===== src/rtl/core/tvc_pkg.sv =====
// ----------------------------------------------------------------------------
// tvc_pkg: shared types and constants
// Widths, viewport scales and codes for the vertex transform and cull block.
// ----------------------------------------------------------------------------
`default_nettype none

package tvc_pkg;

  localparam int HALF_WIDTH  = 160;
  localparam int HALF_HEIGHT = 120;
  localparam int FRAC_BITS   = 16;
  localparam int W_EPS       = (1 << FRAC_BITS) / 10000;

  localparam int NUM_REGS = 8;
  localparam int COEF_W   = 32;
  localparam int VTX_W    = 8;
  localparam int MUL_W    = COEF_W + VTX_W + 1;  // coef times 9-bit signed vertex
  localparam int CLIP_W   = MUL_W + 2;           // three products plus bias
  localparam int NUM_W    = CLIP_W + 1;          // cx + cw and friends
  localparam int SCL_W    = 14;                  // signed viewport scale
  localparam int SN_W     = NUM_W + SCL_W;       // scaled numerator
  localparam int DEN_W    = CLIP_W - 1;          // positive w magnitude
  localparam int QB       = 15;                  // quotient magnitude bits
  localparam int SCR_W    = 16;
  localparam int DIV_LAT  = QB + 1;

  typedef logic [3:0][3:0][COEF_W-1:0] coef_mat_t;

  typedef struct packed {
    logic signed [CLIP_W-1:0] cx;
    logic signed [CLIP_W-1:0] cy;
    logic signed [CLIP_W-1:0] cz;
    logic signed [CLIP_W-1:0] cw;
  } clip_t;

  typedef enum logic [1:0] {
    ST_DRAWN   = 2'd0,
    ST_OUTSIDE = 2'd1,
    ST_DEGEN   = 2'd2
  } cull_e;

endpackage

`default_nettype wire


===== src/rtl/core/tvc_div.sv =====
// ----------------------------------------------------------------------------
// tvc_div: pipelined saturating divider
// Signed numerator over positive w, truncated toward zero, clipped to 16 bits.
// One stage for sign and range check, then one quotient bit per stage.
// ----------------------------------------------------------------------------
`default_nettype none

module tvc_div (
  input  wire logic                            clk_i,
  input  wire logic                            en_i,
  input  wire logic signed [tvc_pkg::SN_W-1:0] num_i,
  input  wire logic [tvc_pkg::DEN_W-1:0]       den_i,
  output logic signed [tvc_pkg::SCR_W-1:0]     quo_o
);
  import tvc_pkg::*;

  logic [SN_W-1:0]  rem_q [DIV_LAT];
  logic [QB-1:0]    quo_q [DIV_LAT];
  logic [DEN_W-1:0] den_q [DIV_LAT];
  logic             neg_q [DIV_LAT];
  logic             sat_q [DIV_LAT];
  logic [SN_W-1:0]  mag;
  logic [SN_W-1:0]  lim;

  assign mag = num_i[SN_W-1] ? SN_W'(-num_i) : SN_W'(num_i);
  assign lim = {{(SN_W-DEN_W-QB){1'b0}}, den_i, {QB{1'b0}}};

  always_ff @(posedge clk_i) begin
    if (en_i) begin
      rem_q[0] <= mag;
      quo_q[0] <= '0;
      den_q[0] <= den_i;
      neg_q[0] <= num_i[SN_W-1];
      sat_q[0] <= (mag >= lim);
    end
  end

  for (genvar s = 0; s < QB; s++) begin : g_step
    logic [SN_W-1:0] dsh;
    logic            ge;
    assign dsh = {{(SN_W-DEN_W){1'b0}}, den_q[s]} << (QB - 1 - s);
    assign ge  = rem_q[s] >= dsh;
    always_ff @(posedge clk_i) begin
      if (en_i) begin
        rem_q[s+1] <= ge ? rem_q[s] - dsh : rem_q[s];
        quo_q[s+1] <= {quo_q[s][QB-2:0], ge};
        den_q[s+1] <= den_q[s];
        neg_q[s+1] <= neg_q[s];
        sat_q[s+1] <= sat_q[s];
      end
    end
  end

  always_comb begin
    if (sat_q[QB]) begin
      quo_o = neg_q[QB] ? {1'b1, {(SCR_W-1){1'b0}}} : {1'b0, {(SCR_W-1){1'b1}}};
    end else if (neg_q[QB]) begin
      quo_o = -$signed({1'b0, quo_q[QB]});
    end else begin
      quo_o = $signed({1'b0, quo_q[QB]});
    end
  end

endmodule

`default_nettype wire

===== config.mk =====
export PLATFORM = sky130hd
export DESIGN_NAME = tvc_div
export DESIGN_NICKNAME = d
export VERILOG_FILES = /design/src/rtl/core/tvc_pkg.sv /design/src/rtl/core/tvc_div.sv
export SDC_FILE = /design/constraint.sdc
export NUM_CORES = 2
export LEC_CHECK = 0
export BUFFER_PORTS_ARGS = -buffer_cell sky130_fd_sc_hd__buf_2
export CAP_MARGIN = 15
export CORE_MARGIN = 1.5
export CORE_UTILIZATION = 60
export DETAILED_ROUTE_END_ITERATION = 12
export GPL_TIMING_DRIVEN = 0
export PLACE_DENSITY = 0.81
export SYNTH_ARGS = -nofsm -noshare
export SYNTH_HDL_FRONTEND = slang
export SYNTH_SLANG_ARGS = --single-unit

===== constraint.sdc =====
create_clock -name clk_i -period 8.7 [get_ports clk_i]
set_clock_uncertainty 0.2 [all_clocks]
set_input_delay 1.305 -clock clk_i [delete_from_list [all_inputs] [get_ports clk_i]]
set_output_delay 1.305 -clock clk_i [all_outputs]
set_load 0.01 [all_outputs]

==> results.cfg <==
[detailed_routing]
drt_iter0_drc = 4516
vias = 72200
ant_nets = 0
drc = 0
dr.pass1.iters = 6
vias_per_cell = 6.09
routed_wl_mm = 279
wl_per_cell_um = 23.5

[floorplanning]
start_util_pct = 60.4
io-pin-count = 118
core-area_um2 = 160000
dieArea_um2 = 164000
num_rows = 147
die_x_um = 405
die_h_um = 405

[power_and_ir_drop]
p_per_area_nw_per_um2 = 340
p_switching_mw = 14.2
combPwrFrac_pct = 43.6
leakage_nw = 42.6
sequentialPowerShare_pct = 35.6
p_sw_share_pct = 39.2
vdd_drop_max_v = 0.000263
power.share.clock_pct = 20.8
intPower_mw = 22.0

[logic_synthesis]
yosys_register_bits = 1652
synth_ff_type = edfxtp_1
synth_edf_count = 1652
syn_inst = 9218
synth_cell_types = 90
avgSynthCellArea_um2 = 10.5
ys_warn_count = 0
netlist_area_um2 = 96900
seq_area_frac_synth_pct = 51.2
ys_async_sr_fraction_pct = 0
syn_nets = 10000

[hold_path]
min_path_type = reg2reg
whs_path_depth = 0

[placed_design]
io_buffers = 117
gp_routability_congestion = 1.12
dp_hpwl_mm = 219
pre_cts_ws_ns = 0.729

[cts]
cts_tree = built
postCtsSetupBuffers = 0
clkTransAtPathRegs_ns = 0.06
hold_buffers = 0
cts_buffer_depth = 3
clkSinkCount = 1652
clk_latency_ns = 0.87
cts_resized = 0
root_buffer = clkbuf_16
htreeDepth = 4
cts-buffers-inserted = 176

[grt]
grtUsageTotal_pct = 33.7
antenna_found_initial = 9
grt_pass1_wl_mm = 412
grt_max_degree = 192
grt_pass1_vias = 72500
overflow = 0

[critical_path]
crit_arrival_ns = 7.40
crit_fanout = 5
worstSetupPathType = in2reg
critPathLaunchType = primary input
reg2reg_depth = 15
worst_setup_path_end_kind = flip-flop
required_ns = 9.03

[sta]
rsz0062_at_grt = no
finalSetupViolCount = 0
maxSlewViolCount = 0
fin_crit_sh_pct = 81.2
final.min_clock_period_ns = 7.07
worst_slack_ns = 1.63
timing.fmax_ghz = 0.142
final_hold_viol_count = 0
setup_tns_ns = 0
worst_pin_slew_ns = 1.32
max_slew_margin_pct = 12.2

[final_layout]
final_core_util_pct = 66.4
drive_gt1_share_pct = 5.74
final_common_cell = edfxtp_1
area.growth.synth_to_final_pct = 9.87
final_cell_mix = 1,652 x edfxtp_1, 857 x inv_1, 835 x a21oi_1
final_nets = 10300

[status]
status = finished, final reports clean

[job]
drv_cap = 0
==> cell usage after synthesis, types with 13 or more instances <==
master     count  area share, %
edfxtp_1    1652             51
inv_1        857            3.3
a21oi_1      835            4.3
nand2_1      796            3.1
ha_1         674            8.7
o21ai_0      667            3.4
nor2_1       566            2.2
xnor2_1      386            3.5
a21o_1       376            2.9
xor2_1       306            2.8
clkbuf_1     265            1.0
nand4_1      160            1.0
nand3_1      143           0.74
nor3_1       136           0.70
o21bai_1      96           0.74
nor2b_1       90           0.58
nor4_1        85           0.55
nand2b_1      80           0.52
a31oi_1       74           0.48
o21a_1        73           0.57
a211oi_1      67           0.52
o31ai_1       67           0.52
mux2_2        64           0.74
and3_1        63           0.41
or3_1         52           0.34
o211ai_1      50           0.39
and2_1        36           0.23
or4_1         36           0.28
or2_2         35           0.23
o31a_1        29           0.26
a21boi_0      27           0.21
buf_1         24          0.093
nor4b_1       23           0.21
a2111oi_0     21           0.19
a221oi_1      20           0.18
and4_1        19           0.17
nor3b_1       19           0.15
o41ai_1       19           0.17
a211o_1       16           0.14
nand3b_1      15           0.12
a41oi_1       14           0.13
fa_1          14           0.29
nand4b_1      13           0.12
==> power groups by stage <==
stage | Clock [mW] | Combinational (mW) | Sequential [mW]
after floorplan | 0 | 11.3 | 12.3
after global placement | 0 | 15.0 | 13.3
after detailed placement | 0 | 15.3 | 13.0
after CTS | 7.61 | 15.4 | 12.8
after global routing | 7.91 | 17.2 | 13.0
final | 7.52 | 15.8 | 12.9
==> final timing paths <==
check / start / end / slack (ns)
worst max-delay path: num_i[0] / sat_q[0][0] / 1.63
worst min-delay path: quo_q[1][45] / quo_q[1][61] / 0.21
worst max register to register: rem_q[0][128] / rem_q[0][187] / 1.82
worst min register to register: quo_q[1][45] / quo_q[1][61] / 0.21
==> critical path, cell delays in order <==
cell and delay [ns]:
buf_2 0.12, inv_1 0.06, ha_1 0.26, nand2_1 0.10, nor3_1 0.65, nand4_1 0.39, nor2_1 0.17, nand2_1 0.13
o21ai_0 0.51, nand2_1 0.25, xor2_1 0.23, ha_1 0.29, nand4_1 0.12, nor2_1 0.64, nand4b_1 0.29, or4_1 0.47
nor3_1 0.14, nand2_1 0.08, nor4_2 0.14, buf_4 0.23, nor3_1 0.07, a21oi_1 0.73
==> kinds of logic (layout without fill, tap and decap cells) <==
family	Yosys count	in the layout	share of synthesized area [%]
AOI/OAI and AO/OA	2571	2571	16.4
and+or+nand+nor	2386	2386	11.9
DFF	1652	1652	51.2
buffers and inverters	1158	1632	4.50
xor gates and xnor gates	692	692	6.26
adders and majority gates	688	688	9.00
muxes	71	71	0.816
other	0	4	0
==> final cells by class <==
class | count | area, um2
clock inverter | 115 | 1240
tap | 2160 | 2700
sequential | 1652 | 49600
inverter | 858 | 3220
timing repair buffer | 145 | 986
buffer | 300 | 1140
multi-input combinational | 6408 | 42900
fill | 12300 | 54000
antenna | 4 | 10.0
clock buffer | 214 | 4570
==> stage by stage <==
step                      area [um2]  power (mW)  hold slack (ns)  instances
final                         106000        36.2            0.209      11900
after global routing          106000        38.1            0.218      11900
after CTS                     106000        35.9            0.216      11900
after detailed placement      101000        28.3            0.205      11500
after global placement        100000        28.3            0.200      11500
after floorplan                96900        23.6            0.200       9218
==> layer usage <==
metal  part of all wire (%)  track usage (%)  vias to the layer above
met1                     31             28.4                    34000
met5                  0.017                0                        -
li1                       -                -                    34400
met3                    4.0             4.69                     1097
met4                     12             35.8                        6
met2                     53             64.1                     2665
==> state kept, by name, indices dropped and copies added (netlist names) <==
signal  flops
den_q     630
rem_q     870
sat_q      16
neg_q      16
quo_q     120
Power figures use the tool's default switching activity.
